### src/design/erfr_pkg.sv
// erfr_pkg: shared constants and types for the escaped response frame receiver
// no dependencies; imported by erfr_core, erfr_skid and the top level
package erfr_pkg;

    localparam int BYTE_W  = 8;
    localparam int COUNT_W = 17;
    localparam int LEN_W   = 16;
    localparam int IDX_W   = 15;
    localparam int CODE_W  = 2;

    localparam logic [BYTE_W-1:0]  ESC_BYTE  = 8'hAA;
    localparam logic [BYTE_W-1:0]  SOF_BYTE  = 8'hCC;
    localparam logic [COUNT_W-1:0] COUNT_MAX = {COUNT_W{1'b1}};

    // fixed frame positions
    localparam logic [COUNT_W-1:0] POS_FIRST   = 17'd0;
    localparam logic [COUNT_W-1:0] POS_SECOND  = 17'd1;
    localparam logic [COUNT_W-1:0] POS_LEN_HI  = 17'd6;
    localparam logic [COUNT_W-1:0] POS_LEN_LO  = 17'd7;
    localparam logic [COUNT_W-1:0] POS_STATUS  = 17'd8;
    localparam logic [COUNT_W-1:0] POS_PAYLOAD = 17'd9;
    localparam logic [COUNT_W-1:0] POS_RESTART = 17'd2;

    // result codes
    localparam logic [CODE_W-1:0] CODE_PENDING = 2'd0;
    localparam logic [CODE_W-1:0] CODE_OK      = 2'd1;
    localparam logic [CODE_W-1:0] CODE_PARITY  = 2'd2;
    localparam logic [CODE_W-1:0] CODE_SKIPPED = 2'd3;

    typedef struct packed {
        logic [CODE_W-1:0] frame_code;
        logic              is_data;
        logic [BYTE_W-1:0] data_byte;
        logic [IDX_W-1:0]  data_index;
        logic [BYTE_W-1:0] resp_status;
        logic [IDX_W-1:0]  payload_len;
    } erfr_result_t;

endpackage

### src/design/erfr_core.sv
// erfr_core: deframer state registers and per-byte next-state and result logic
// depends on erfr_pkg
module erfr_core (
    input  logic                       aclk,
    input  logic                       aresetn,
    input  logic                       fire,
    input  logic [erfr_pkg::BYTE_W-1:0] rx_byte,
    input  logic                       chunk_end,
    output erfr_pkg::erfr_result_t     result
);
    import erfr_pkg::*;

    logic               escape_pending_reg, escape_pending_next;
    logic [COUNT_W-1:0] byte_count_reg, byte_count_next;
    logic [BYTE_W-1:0]  parity_reg, parity_next;
    logic [BYTE_W-1:0]  first_reg, first_next;
    logic [BYTE_W-1:0]  second_reg, second_next;
    logic [BYTE_W-1:0]  len_hi_reg, len_hi_next;
    logic [BYTE_W-1:0]  len_lo_reg, len_lo_next;
    logic [BYTE_W-1:0]  status_reg, status_next;
    logic               skip_rest_reg, skip_rest_next;

    logic [LEN_W-1:0]   len_cur, len_new;
    logic               len_cur_ok, len_new_ok;
    logic [COUNT_W-1:0] data_end, done_count, data_pos;

    assign len_cur    = {len_hi_reg, len_lo_reg};
    assign len_new    = {len_hi_next, len_lo_next};
    assign len_cur_ok = (len_cur != '0) && !len_cur[LEN_W-1];
    assign len_new_ok = (len_new != '0) && !len_new[LEN_W-1];
    assign data_end   = {1'b0, len_cur} + 17'd8;
    assign done_count = {1'b0, len_new} + 17'd9;
    assign data_pos   = byte_count_reg - POS_PAYLOAD;

    always_comb begin
        escape_pending_next = escape_pending_reg;
        byte_count_next     = byte_count_reg;
        parity_next         = parity_reg;
        first_next          = first_reg;
        second_next         = second_reg;
        len_hi_next         = len_hi_reg;
        len_lo_next         = len_lo_reg;
        status_next         = status_reg;
        skip_rest_next      = skip_rest_reg;
        result.frame_code   = CODE_PENDING;
        result.is_data      = 1'b0;
        result.data_byte    = '0;
        result.data_index   = '0;

        if (skip_rest_reg) begin
            result.frame_code = CODE_SKIPPED;
            if (chunk_end) begin
                skip_rest_next = 1'b0;
            end
        end else begin
            if (escape_pending_reg) begin
                escape_pending_next = 1'b0;
                // escaped start of frame restarts the header, byte count and parity
                if (rx_byte == SOF_BYTE) begin
                    first_next      = ESC_BYTE;
                    second_next     = SOF_BYTE;
                    byte_count_next = POS_RESTART;
                    parity_next     = '0;
                end
            end else begin
                if (byte_count_reg == POS_FIRST) begin
                    first_next = rx_byte;
                end else if (byte_count_reg == POS_SECOND) begin
                    second_next = rx_byte;
                end else if (byte_count_reg == POS_LEN_HI) begin
                    len_hi_next = rx_byte;
                end else if (byte_count_reg == POS_LEN_LO) begin
                    len_lo_next = rx_byte;
                end else if (byte_count_reg == POS_STATUS) begin
                    status_next = rx_byte;
                end else if (byte_count_reg >= POS_PAYLOAD) begin
                    if (len_cur_ok && (byte_count_reg < data_end)) begin
                        result.is_data    = 1'b1;
                        result.data_byte  = rx_byte;
                        result.data_index = data_pos[IDX_W-1:0];
                    end
                end
                if (byte_count_reg != COUNT_MAX) begin
                    byte_count_next = byte_count_reg + 17'd1;
                end
                parity_next = parity_reg ^ rx_byte;
                if (rx_byte == ESC_BYTE) begin
                    escape_pending_next = 1'b1;
                end
            end

            if ((byte_count_next > POS_PAYLOAD) && (first_next == ESC_BYTE) &&
                (second_next == SOF_BYTE) && len_new_ok &&
                (byte_count_next == done_count)) begin
                result.frame_code = (parity_next == '0) ? CODE_OK : CODE_PARITY;
                if (!chunk_end) begin
                    skip_rest_next = 1'b1;
                end
            end
        end

        result.resp_status = status_next;
        result.payload_len = len_new_ok ? len_new[IDX_W-1:0] - 15'd1 : '0;
    end

    always_ff @(posedge aclk) begin
        if (!aresetn) begin
            escape_pending_reg <= 1'b0;
            byte_count_reg     <= '0;
            parity_reg         <= '0;
            first_reg          <= '0;
            second_reg         <= '0;
            len_hi_reg         <= '0;
            len_lo_reg         <= '0;
            status_reg         <= '0;
            skip_rest_reg      <= 1'b0;
        end else if (fire) begin
            escape_pending_reg <= escape_pending_next;
            byte_count_reg     <= byte_count_next;
            parity_reg         <= parity_next;
            first_reg          <= first_next;
            second_reg         <= second_next;
            len_hi_reg         <= len_hi_next;
            len_lo_reg         <= len_lo_next;
            status_reg         <= status_next;
            skip_rest_reg      <= skip_rest_next;
        end
    end

endmodule

### src/design/erfr_skid.sv
// erfr_skid: result register with one skid entry so input ready is registered
// depends on erfr_pkg
module erfr_skid (
    input  logic                   aclk,
    input  logic                   aresetn,
    input  logic                   in_fire,
    input  erfr_pkg::erfr_result_t in_data,
    output logic                   in_ready,
    output logic                   out_valid,
    input  logic                   out_ready,
    output erfr_pkg::erfr_result_t out_data
);
    import erfr_pkg::*;

    logic         out_valid_reg;
    erfr_result_t out_data_reg;
    logic         skid_valid_reg;
    erfr_result_t skid_data_reg;

    assign in_ready  = !skid_valid_reg;
    assign out_valid = out_valid_reg;
    assign out_data  = out_data_reg;

    always_ff @(posedge aclk) begin
        if (!aresetn) begin
            out_valid_reg  <= 1'b0;
            skid_valid_reg <= 1'b0;
        end else if (!out_valid_reg || out_ready) begin
            // output slot frees up: skid entry goes first
            if (skid_valid_reg) begin
                out_valid_reg  <= 1'b1;
                skid_valid_reg <= 1'b0;
            end else begin
                out_valid_reg <= in_fire;
            end
        end else if (in_fire) begin
            skid_valid_reg <= 1'b1;
        end
    end

    always_ff @(posedge aclk) begin
        if (!out_valid_reg || out_ready) begin
            if (skid_valid_reg) begin
                out_data_reg <= skid_data_reg;
            end else if (in_fire) begin
                out_data_reg <= in_data;
            end
        end else if (in_fire) begin
            skid_data_reg <= in_data;
        end
    end

endmodule

### src/design/escaped_response_frame_receiver_unit.sv
// channel  | ports                                                 | dir
// s_       | s_valid s_ready s_rx_byte s_chunk_end                 | in
// m_       | m_valid m_ready m_frame_code m_is_data m_data_byte    | out
//          | m_data_index m_resp_status m_payload_len              |
// one byte per cycle while s_ready is high; its result is registered in a result slot
// the frame state updates once for each accepted byte
// synchronous active-low reset clears the frame state and both result slots
// a stalled m_ side fills one skid entry, then s_ready drops until it drains
// top level: depends on erfr_pkg, erfr_core, erfr_skid
module escaped_response_frame_receiver_unit (
    input  logic                        aclk,
    input  logic                        aresetn,
    input  logic                        s_valid,
    output logic                        s_ready,
    input  logic [erfr_pkg::BYTE_W-1:0] s_rx_byte,
    input  logic                        s_chunk_end,
    output logic                        m_valid,
    input  logic                        m_ready,
    output logic [erfr_pkg::CODE_W-1:0] m_frame_code,
    output logic                        m_is_data,
    output logic [erfr_pkg::BYTE_W-1:0] m_data_byte,
    output logic [erfr_pkg::IDX_W-1:0]  m_data_index,
    output logic [erfr_pkg::BYTE_W-1:0] m_resp_status,
    output logic [erfr_pkg::IDX_W-1:0]  m_payload_len
);
    import erfr_pkg::*;

    logic         fire;
    erfr_result_t core_result;
    erfr_result_t out_result;

    assign fire = s_valid && s_ready;

    erfr_core u_core (
        .aclk      (aclk),
        .aresetn   (aresetn),
        .fire      (fire),
        .rx_byte   (s_rx_byte),
        .chunk_end (s_chunk_end),
        .result    (core_result)
    );

    erfr_skid u_skid (
        .aclk      (aclk),
        .aresetn   (aresetn),
        .in_fire   (fire),
        .in_data   (core_result),
        .in_ready  (s_ready),
        .out_valid (m_valid),
        .out_ready (m_ready),
        .out_data  (out_result)
    );

    assign m_frame_code  = out_result.frame_code;
    assign m_is_data     = out_result.is_data;
    assign m_data_byte   = out_result.data_byte;
    assign m_data_index  = out_result.data_index;
    assign m_resp_status = out_result.resp_status;
    assign m_payload_len = out_result.payload_len;

endmodule

### config.mk
export PLATFORM = sky130hd
export DESIGN_NAME = escaped_response_frame_receiver_unit
export DESIGN_NICKNAME = d
export VERILOG_FILES = /design/src/design/erfr_pkg.sv /design/src/design/erfr_core.sv /design/src/design/erfr_skid.sv /design/src/design/escaped_response_frame_receiver_unit.sv
export SDC_FILE = /design/constraint.sdc
export NUM_CORES = 1
export LEC_CHECK = 0
export BUFFER_PORTS_ARGS = -buffer_cell sky130_fd_sc_hd__buf_2
export CAP_MARGIN = 20
export CORE_MARGIN = 5
export CORE_UTILIZATION = 45
export DETAILED_ROUTE_END_ITERATION = 12
export MAX_ROUTING_LAYER = met4
export PLACE_DENSITY = 0.7
export SYNTH_ARGS = -nofsm -noshare
export SYNTH_HDL_FRONTEND = slang
export SYNTH_SLANG_ARGS = --single-unit
export TNS_END_PERCENT = 20
### constraint.sdc
create_clock -name aclk -period 9.6 [get_ports aclk]
set_input_delay 2.4 -clock aclk [delete_from_list [all_inputs] [get_ports aclk]]
set_output_delay 2.4 -clock aclk [all_outputs]
set_load 0.02 [all_outputs]
==> run metrics, run 1 <==
buffers added on ports=63; via count=8189; setup TNS=0 ns; H-tree depth=4; Initial Util=46.02%; Skew-Pair Late Insertion Delay=around 0.44 ns; first-pass GRT wire length=about 44000 um; Final Setup Violations=0; share of the yosys chip area belonging to registers=between 40% and 50%; chip height=157.1 um; Layout Nets=1111; grt ovf=0; Final Util=51.13%; Sequential Power Share=45.1%; WP data required=~10 ns; CP Capture Type=flip-flop; internal power=0.001290 W; skew final=0.01408 ns; Total GRT Usage=23.46%; Clock Sinks=167; Gate Count Post-Synth=1065; RR Endpoint=u_skid.out_data[47]; maximum clock frequency=0.1632 GHz; Worst-path clk slew=0.08 ns; Root Buffer=clkbuf_16; gr busiest metal=met2; DP Wirelength=approximately 20000 um; net switching power=0.0006055 W; initial antenna violation count=0; GR Util met1=33.08%; crit start category=primary input; period utilisation layout=63.83%; CTS tree=yes; met3 Resource Use GR=4.482%; total number of yosys warnings=0; pwr dens=175.2 nW/um2; Detailed Route WL=28030 um; core area=21150 um2; Worst R2R Path Depth=17; Cell Count, Final, Fillers Out=approximately 1400; mapped cell area=9736 um2; Arrival @ worst endpoint=6.39 ns; Max FO, Critical Path=21; Vias/cell=~6; outcome=completed; sw frac=31.95%; post-CTS setup repair buffer count=0; hold crit path type=flip-flop to flip-flop; clock share of power=37.7%; DRC=0; Area Overhead vs Synth=11.10%; ys flop type=edfxtp_1; commonest non-fill, non-tap cell in the layout=nor2_1; Slew Limit Fails=0; Reg2Reg Launch Point=u_core.byte_count_reg[4]; Post-Syn Nets=1102; Synth cell types=70; Num CTS Buffers=17; routability cong.=0.9439; Comb pwr share=between 10% and 20%; Mean Syn Cell Area=9.141 um2; Hold Buf Count CTS=0; DR WL/cell=between 20 and 25 um; Worst slew margin=between 20% and 30%; share of post-route cells with drive strength above 1=14.08%; num rows=53; reg2reg setup slack=3.65 ns; die area=approximately 25000 um2; post-placement cell count=roughly 1300; Post-synth ARST share=0%; CP endpoint=u_skid.out_data[47]; FF+latch count, synth=between 150 and 200; Worst Setup SP=s_rx_byte[4]; largest net degree at the start of global routing=81; Crit Path Class=primary input to flip-flop; Final min period=6.128 ns; Pleak=3.842 nW; die width=157.1 um; Max-cap violations=0; VDD IR max=between 0.1 and 0.15 mV; EDFF count, synth=98; RSZ-0062 raised after global routing=no; leading cell types in the layout, fill and taps excluded=nor2_1, edfxtp_1, nand2_1, dfxtp_1, buf_2; Slew @ Worst Pin=1.065 ns; Final Hold Fails=0; First-pass DRT Iterations=5; IO Pins=64; Initial DRC Count=a little under 900; post-CTS resize count=0; GR Util met2=33.95%; deepest clock path buffer count=2; vias in the first global route=7663; remaining antenna violation count after routing=0
==> layer usage <==
layer	wire length (um)	vias to the layer above	share of wire, %
met4	641	0	2.3
met5	0	-	0
met2	12560	378	45
li1	-	3920	-
met3	2325	45	8.3
met1	12500	3846	45
==> kinds of logic (layout without fill, tap and decap cells) <==
logic type      count (synthesis)  in the layout  share of synthesized area (%)
simple gates                  418            418                          20.83
flops                         167            167                          44.42
xor+xnor                       64             64                          5.758
mux                            55             55                          5.976
fa+ha+maj                      24             24                          3.084
buf+inv                       113            135                          4.485
other cells                     0              1                              0
compound gates                224            224                          15.45
==> worst min-delay path by stage <==
stage                                 endpoint                 start  slack [ns]  depth (start not counted)
final                     u_core.second_reg[7]  u_core.second_reg[7]        0.45                          2
after global routing      u_core.second_reg[7]  u_core.second_reg[7]        0.48                          2
after CTS                 u_core.second_reg[7]  u_core.second_reg[7]        0.45                          2
after detailed placement  u_core.second_reg[7]  u_core.second_reg[7]        0.44                          2
after global placement    u_core.second_reg[7]  u_core.second_reg[7]        0.44                          2
after floorplan           u_core.second_reg[7]  u_core.second_reg[7]        0.42                          2
==> critical path, stage by stage <==
cell,delay (ns)
buf_2,0.24
nor4_1,0.51
nand3_1,0.74
o21ai_0,0.38
a21oi_1,0.13
xnor2_1,0.15
or4_1,0.57
a2111o_1,0.39
a2111oi_2,0.37
nand4_2,0.24
o31ai_1,0.25
==> power by group through the flow <==
stage | logic [W] | clock network (W) | registers, W
after global placement | 0.000318 | 0 | 0.000870
after CTS | 0.000325 | 0.000726 | 0.000855
final | 0.000326 | 0.000714 | 0.000855
after detailed placement | 0.000323 | 0 | 0.000871
after global routing | 0.000357 | 0.000754 | 0.000860
after floorplan | 0.000206 | 0 | 0.000889
==> cell usage after synthesis (all sizes together), types with 4 or more instances <==
cell type | n | area [um2]
and3 | 6 | 37.54
nand2 | 91 | 341.6
nand3 | 30 | 150.1
a31oi | 12 | 75.07
inv | 25 | 93.84
xnor2 | 40 | 350.3
o31ai | 41 | 307.8
or4 | 17 | 131.4
a22oi | 12 | 90.09
dfxtp | 69 | 1381
xor2 | 24 | 210.2
edfxtp | 98 | 2943
buf | 14 | 65.06
and4 | 5 | 43.79
o32ai | 4 | 35.03
mux2 | 25 | 281.5
a21oi | 54 | 270.3
nand4 | 20 | 131.4
clkbuf | 71 | 266.5
nand3b | 4 | 30.03
nor3 | 38 | 190.2
or3 | 4 | 25.02
ha | 24 | 300.3
nand2b | 6 | 37.54
nor4 | 12 | 75.07
nor4b | 8 | 70.07
o21ai | 39 | 195.2
nor2 | 149 | 564.3
a211oi | 18 | 135.1
o221a | 4 | 45.04
mux2i | 30 | 300.3
nor2b | 6 | 37.54
nor3b | 5 | 37.54
and2 | 9 | 57.56
o211ai | 6 | 45.04
a21o | 6 | 45.04
==> per-stage QoR <==
| stage | setup slack (ns) | area (um2) | total power [W] | hold slack, ns |
|---|---|---|---|---|
| floorplan | 3.875 | 9736 | 0.001095 | 0.4234 |
| global placement | 3.278 | 10170 | 0.001188 | 0.4363 |
| detailed placement | 3.162 | 10170 | 0.001194 | 0.4429 |
| CTS | 3.608 | 10790 | 0.001905 | 0.4546 |
| global route | 3.328 | 10810 | 0.001972 | 0.4818 |
| finish | 3.472 | 10820 | 0.001895 | 0.4544 |
==> area by class of cell <==
class                      instances  area [um2]
inverter                          28       105.1
fill                            1968       10340
sequential                       167        4325
clock buffer                      17       425.4
timing repair buffer              75       417.9
clock inverter                    15       198.9
tap                              275       344.1
multi-input combinational        785        4997
antenna                            1       2.502
Note: power is estimated with default switching activity, not from simulation.
==> run 2: changes to the inputs <==
PLACE_DENSITY = 0.73   (was 0.7)
clock period = 5.5 ns   (was 9.6 ns; I/O delays follow)
==> run metrics, run 2 (same netlist as run 1, synthesis figures left out) <==
grt ovf=0 (unchanged); net switching power=0.001033 W (was 0.0006055 W); Max-cap violations=0 (unchanged); clock share of power=36.5% (was 37.7%); Total GRT Usage=24.20% (was 23.46%); remaining antenna violation count after routing=0 (unchanged); post-CTS setup repair buffer count=0 (unchanged); via count=8464 (was 8189); Detailed Route WL=28670 um (was 28030 um); Initial Util=46.02% (unchanged); Comb pwr share=18.5% (was 17.2%); WP data required=5.76 ns (was 9.86 ns); internal power=0.002249 W (was 0.001290 W); Sequential Power Share=45.0% (was 45.1%); Vias/cell=6.067 (was 6.008); Initial DRC Count=1028 (was 884); CTS tree=yes (unchanged); period utilisation layout=92.82%; Hold Buf Count CTS=0 (unchanged); largest net degree at the start of global routing=81 (unchanged); Slew @ Worst Pin=0.9900 ns (was 1.065 ns); max layer used=met4 (unchanged); deepest clock path buffer count=2 (unchanged); Final min period=5.105 ns; chip height=157.1 um (unchanged); routability cong.=0.9966 (was 0.9439); slowest CP cell=or4_1 (was nand3_1); num rows=53 (unchanged); setup TNS=0 ns (unchanged); buffers added on ports=63 (unchanged); Area Overhead vs Synth=13.07% (was 11.10%); maximum clock frequency=0.1959 GHz; pwr dens=298.1 nW/um2 (was 175.2 nW/um2); skew final=0.01130 ns (was 0.01408 ns); Pleak=3.988 nW (was 3.842 nW); Final Util=52.04% (was 51.13%); met1 wire length=12740 um (was 12500 um); routed length on met3=2235 um (was 2325 um); Inserted Diodes=0 (was 1); outcome=completed (unchanged); H-tree depth=4 (unchanged); DRC=0 (unchanged); CP Capture Type=flip-flop (unchanged); VDD IR max=0.1887 mV (was 0.1142 mV); WL met2=12840 um (was 12560 um); sw frac=31.48% (was 31.95%); Arrival @ worst endpoint=5.37 ns (was 6.39 ns); Skew-Pair Late Insertion Delay=0.44 ns (about the same); commonest non-fill, non-tap cell in the layout=nor2_1 (unchanged); DP Wirelength=20440 um (was 19620 um); post-CTS resize count=0 (unchanged); Final Setup Violations=0 (unchanged); share of post-route cells with drive strength above 1=16.52% (was 14.08%); core area=21150 um2 (unchanged); crit start category=flip-flop (was primary input); first-pass GRT wire length=45320 um (was 43780 um); Clock Sinks=167 (unchanged); IO Pins=64 (unchanged); Worst slew margin=34.00% (was 28.78%); WHS=0.4618 ns (was 0.4544 ns); Slew Limit Fails=0 (unchanged); Root Buffer=clkbuf_16 (unchanged); Worst-path clk slew=0.07 ns (was 0.08 ns); fillers=1894 (was 1968); vias in the first global route=7974 (was 7663); Final Hold Fails=0 (unchanged); Num CTS Buffers=17 (unchanged); crit-path cells=or4_1 > or4b_4 > nor2_4 > mux2i_1 > inv_1 > ha_1 > a21oi_1 > nor2_1 > xor2_1 > mux2i_1 > xnor2_1 > or4_1 > a2111o_1 > a2111oi_2 > nand4_2 > o31ai_1 (was buf_2 > nor4_1 > nand3_1 > o21ai_0 > a21oi_1 > xnor2_1 > or4_1 > a2111o_1 > a2111oi_2 > nand4_2 > o31ai_1); Max FO, Critical Path=6 (was 21); hold crit path type=flip-flop to flip-flop (unchanged); die area=24680 um2 (unchanged); CP bufs+invs=1 (unchanged); Layout Nets=1144 (was 1111); leading cell types in the layout, fill and taps excluded=nor2_1, edfxtp_1, nand2_1, dfxtp_1, buf_2 (unchanged); First-pass DRT Iterations=5 (unchanged); initial antenna violation count=0 (unchanged); die width=157.1 um (unchanged); Crit Path Class=flip-flop to flip-flop (was primary input to flip-flop); DR WL/cell=20.55 um (was 20.57 um); Largest stage delay, worst path=0.63 ns (was 0.74 ns); cell family with the largest share of critical-path delay=simple AND/OR/NAND/NOR gates (unchanged); RSZ-0062 raised after global routing=no (unchanged)
-- run 2: final timing paths --
| path | startpoint | endpoint | slack, ns | cells after the start |
|---|---|---|---|---|
| setup / recovery | u_core.byte_count_reg[4] | u_skid.out_data[48] | 0.39 | 16 |
| hold / removal | u_core.second_reg[7] | u_core.second_reg[7] | 0.46 | 2 |
| setup reg to reg | u_core.byte_count_reg[4] | u_skid.out_data[48] | 0.39 | 16 |
| hold reg to reg | u_core.second_reg[7] | u_core.second_reg[7] | 0.46 | 2 |
-- run 2: power groups by stage --
stage	registers, W	logic (W)	clock network, W
after floorplan	0.00155	0.000359	0
final	0.00148	0.000605	0.00120
after global placement	0.00150	0.000589	0
after CTS	0.00148	0.000598	0.00121
after global routing	0.00148	0.000663	0.00127
after detailed placement	0.00151	0.000595	0
-- run 2: per-stage QoR --
step	setup slack (ns)	total power [W]	instance area (um2)	instances
finish	0.3949	0.003281	11010	1395
global route	0.08458	0.003413	11010	1395
CTS	0.3288	0.003286	10980	1394
detailed placement	0.3528	0.002101	10410	1362
global placement	0.4500	0.002090	10410	1362
floorplan	0.01928	0.001911	9737	1065
-- run 2: tightest hold or removal path, stage by stage (launching register included) --
cell and delay (ns):
dfxtp_1 0.31, inv_1 0.05, a21oi_1 0.05
-- run 2: layout make-up --
cell class | count | area, um2 | share of cell area, %
flip-flops and latches | 167 | 4325 | 39.29
clock buffers | 17 | 425.4 | 3.864
inverters | 28 | 105.1 | 0.9548
well taps | 275 | 344.1 | 3.126
clock inverters | 15 | 147.6 | 1.341
multi-input cells | 785 | 4995 | 45.37
repair buffers | 108 | 665.6 | 6.047
-- run 2: per-layer routing --
metal | global-route usage (%) | up-vias
met4 | 9.136 | 0
met2 | 35.57 | 392
met1 | 34.10 | 4027
li1 | - | 3979
met5 | - | -
met3 | 3.382 | 66
==> run 3: changes to the inputs <==
ABC_AREA = 1   (was default)
PLACE_DENSITY = 0.72   (was 0.73)
==> run metrics, run 3 <==
outcome=completed (unchanged); DR WL/cell=16.81 um (was 20.55 um); ys flop type=edfxtp_1 (unchanged); Slew Limit Fails=0 (unchanged); most common library cells after synthesis=nand2_1, inv_1, nor2_1 (was nor2_1, edfxtp_1, nand2_1); initial antenna violation count=0 (unchanged); grt ovf=0 (unchanged); VDD IR max=0.2131 mV (was 0.1887 mV); Final min period=4.654 ns (was 5.105 ns); Synth area leaders=edfxtp_1, nand2_1, dfxtp_1, inv_1, o21ai_0 (was edfxtp_1, dfxtp_1, nor2_1, xnor2_1, nand2_1); share of post-route cells with drive strength above 1=11.89% (was 16.52%); total number of yosys warnings=0 (unchanged); slowest CP cell=dfxtp_1 (was or4_1); largest net degree at the start of global routing=50 (was 81); num rows=55 (was 53); Gate Count Post-Synth=1373 (was 1065); Post-synth ARST share=0% (unchanged); share of the yosys chip area belonging to registers=42.16% (was 44.42%); deepest clock path buffer count=2 (unchanged); chip height=161.0 um (was 157.1 um); Hold Buf Count CTS=0 (unchanged); skew final=0.01655 ns (was 0.01130 ns); buffers added on ports=63 (unchanged); Mean Syn Cell Area=7.470 um2 (was 9.141 um2); Crit Path Class=flip-flop to flip-flop (unchanged); worst hold path depth=2 (unchanged); Reg2Reg Launch Point=u_core.byte_count_reg[0] (was u_core.byte_count_reg[4]); IO Pins=64 (unchanged); EDFF count, synth=98 (unchanged); crit start category=flip-flop (unchanged); Worst R2R Path Depth=25 (was 16); FF+latch count, synth=167 (unchanged); CTS tree=yes (unchanged); Slew @ Worst Pin=0.9856 ns (was 0.9900 ns); Max-cap violations=0 (unchanged); die width=161.0 um (was 157.1 um); Num CTS Buffers=17 (unchanged); remaining antenna violation count after routing=0 (unchanged); Largest stage delay, worst path=0.66 ns (was 0.63 ns); Synth area leader=edfxtp_1 (unchanged); Clock Sinks=167 (unchanged); Initial DRC Count=935 (was 1028); Worst slew margin=34.22% (was 34.00%); RSZ-0062 raised after global routing=no (unchanged); vias in the first global route=8644 (was 7974); Hold Path Origin=u_core.second_reg[2] (was u_core.second_reg[7]); first-pass GRT wire length=46280 um (was 45320 um); core area=22570 um2 (was 21150 um2); pwr dens=315.8 nW/um2 (was 298.1 nW/um2); hold crit path type=flip-flop to flip-flop (unchanged); Root Buffer=clkbuf_16 (unchanged); Arrival @ worst endpoint=4.84 ns (was 5.37 ns); WHS=0.5026 ns (was 0.4618 ns); Initial Util=45.44% (was 46.02%); post-CTS resize count=0 (unchanged); Total GRT Usage=22.80% (was 24.20%); Final Hold Fails=0 (unchanged); First-pass DRT Iterations=6 (was 5); die area=25910 um2 (was 24680 um2); commonest non-fill, non-tap cell in the layout=nand2_1 (was nor2_1); post-CTS setup repair buffer count=0 (unchanged); WP data required=5.69 ns (was 5.76 ns); Detailed Route WL=28670 um (about the same); routability cong.=1.006 (was 0.9966); Inserted Diodes=0 (unchanged); Layout Nets=1445 (was 1144); cell family with the largest share of critical-path delay=simple AND/OR/NAND/NOR gates (unchanged); H-tree depth=4 (unchanged); RR Endpoint=u_skid.out_data[48] (unchanged); most frequent CP cell=nand2_1; Pleak=5.324 nW (was 3.988 nW); DRC=0 (unchanged); mapped cell area=10260 um2 (was 9736 um2); via count=9309 (was 8464); Post-Syn Nets=1410 (was 1102); Area Overhead vs Synth=11.09% (was 13.07%); CP bufs+invs=4 (was 1); maximum clock frequency=0.2148 GHz (was 0.1959 GHz); worst hold endpoint=u_core.second_reg[2] (was u_core.second_reg[7]); Max FO, Critical Path=14 (was 6); Skew-Pair Late Insertion Delay=0.44 ns (about the same); setup TNS=0 ns (unchanged); Final Setup Violations=0 (unchanged); Worst-path clk slew=0.07 ns (about the same); period utilisation layout=84.63% (was 92.82%); DP Wirelength=20950 um (was 20440 um); reg2reg setup slack=0.85 ns (was 0.39 ns); Synth cell types=42 (was 70); CP Capture Type=flip-flop (unchanged); most numerous cell in the Yosys netlist=nand2_1 (was nor2_1); Vias/cell=5.457 (was 6.067); leading cell types in the layout, fill and taps excluded=nand2_1, inv_1, nor2_1, o21ai_0, edfxtp_1 (was nor2_1, edfxtp_1, nand2_1, dfxtp_1, buf_2); share of the synthesized area in the top cell type=28.69% (was 30.23%)
==> run 3: changes by cell type in the layout (fill, tap and decap cells not counted), sizes merged, moves of 23 or more <==
cell,before,now
o21ai,39,109
mux2i,30,0
nor2,149,126
nand3,30,91
buf,108,72
inv,36,175
o31ai,41,0
xnor2,40,6
a21oi,54,77
nand2,91,413
mux2,25,1
==> run 3: per-stage QoR <==
step	instance area (um2)	total power [W]	std cells	utilization, %	setup WS (ns)
4_1_cts	11390	0.003603	1706	50.48	0.9872
3_5_place_dp	10740	0.002283	1674	47.59	0.6380
5_1_grt	11390	0.003769	1706	50.48	0.5395
6_report	11390	0.003598	1706	50.48	0.8455
3_3_place_gp	10740	0.002269	1674	47.59	0.6572
2_1_floorplan	10260	0.002075	1373	-	0.9334
==> run 3: per-layer routing <==
metal  part of all wire, %  global-route usage, %
met2                    43                  33.83
met5                     0                      -
met4                   3.6                  8.569
met1                    44                  31.32
met3                   9.2                  4.003
==> run 3: area by class of cell <==
| cell class | count | area (um2) |
|---|---|---|
| Multi-Input combinational cell | 980 | 5040 |
| Inverter | 170 | 638.1 |
| Clock inverter | 15 | 225.2 |
| Clock buffer | 17 | 425.4 |
| Timing Repair Buffer | 72 | 382.9 |
| Tap cell | 285 | 356.6 |
| Fill cell | 2141 | 11180 |
| Sequential cell | 167 | 4325 |
==> run 3: cells by family after synthesis <==
| group | Yosys count | share of synthesized area [%] |
|---|---|---|
| AOI/OAI and AO/OA | 202 | 10.52 |
| and+or+nand+nor | 702 | 31.01 |
| xor gates and xnor gates | 51 | 4.355 |
| adders and majority gates | 24 | 2.928 |
| muxes | 1 | 0.1098 |
| buffers and inverters | 226 | 8.918 |
| DFF | 167 | 42.16 |
==> run 3: power breakdown <==
part           switching [W]  internal [W]  total (W)
Clock               0.000580      0.000747    0.00133
Sequential         0.0000732       0.00145    0.00152
Combinational       0.000523      0.000225   0.000748
==> run 3: worst max path at each step <==
stage	startpoint	end	slack (ns)	depth (start not counted)
2_1_floorplan	s_valid	u_skid.skid_data_reg[0]	0.93	5
3_3_place_gp	s_rx_byte[5]	u_skid.out_data[48]	0.66	22
3_5_place_dp	s_rx_byte[5]	u_skid.out_data[47]	0.64	22
4_1_cts	u_core.byte_count_reg[0]	u_skid.out_data[48]	0.99	25
5_1_grt	u_core.byte_count_reg[0]	u_skid.out_data[48]	0.54	25
6_report	u_core.byte_count_reg[0]	u_skid.out_data[48]	0.85	25
==> run 3: worst register-to-register path, stage by stage (launching register included) <==
cell and delay [ns]:
dfxtp_1 0.66, inv_1 0.27, ha_1 0.29, inv_1 0.09
nor2_1 0.06, nand2_2 0.17, nor2_4 0.07, nand2_2 0.15
nand2_4 0.10, nor2_8 0.28, nand2_4 0.15, nand2_1 0.10
nand2_2 0.15, inv_1 0.12, ha_1 0.20, nand4_1 0.20
nor2_1 0.28, nand3_1 0.10, nand2_1 0.39, inv_1 0.13
nand3_1 0.12, nor2_2 0.08, nand3_1 0.07, nand2_1 0.07
nand2_1 0.06, nand2_1 0.07
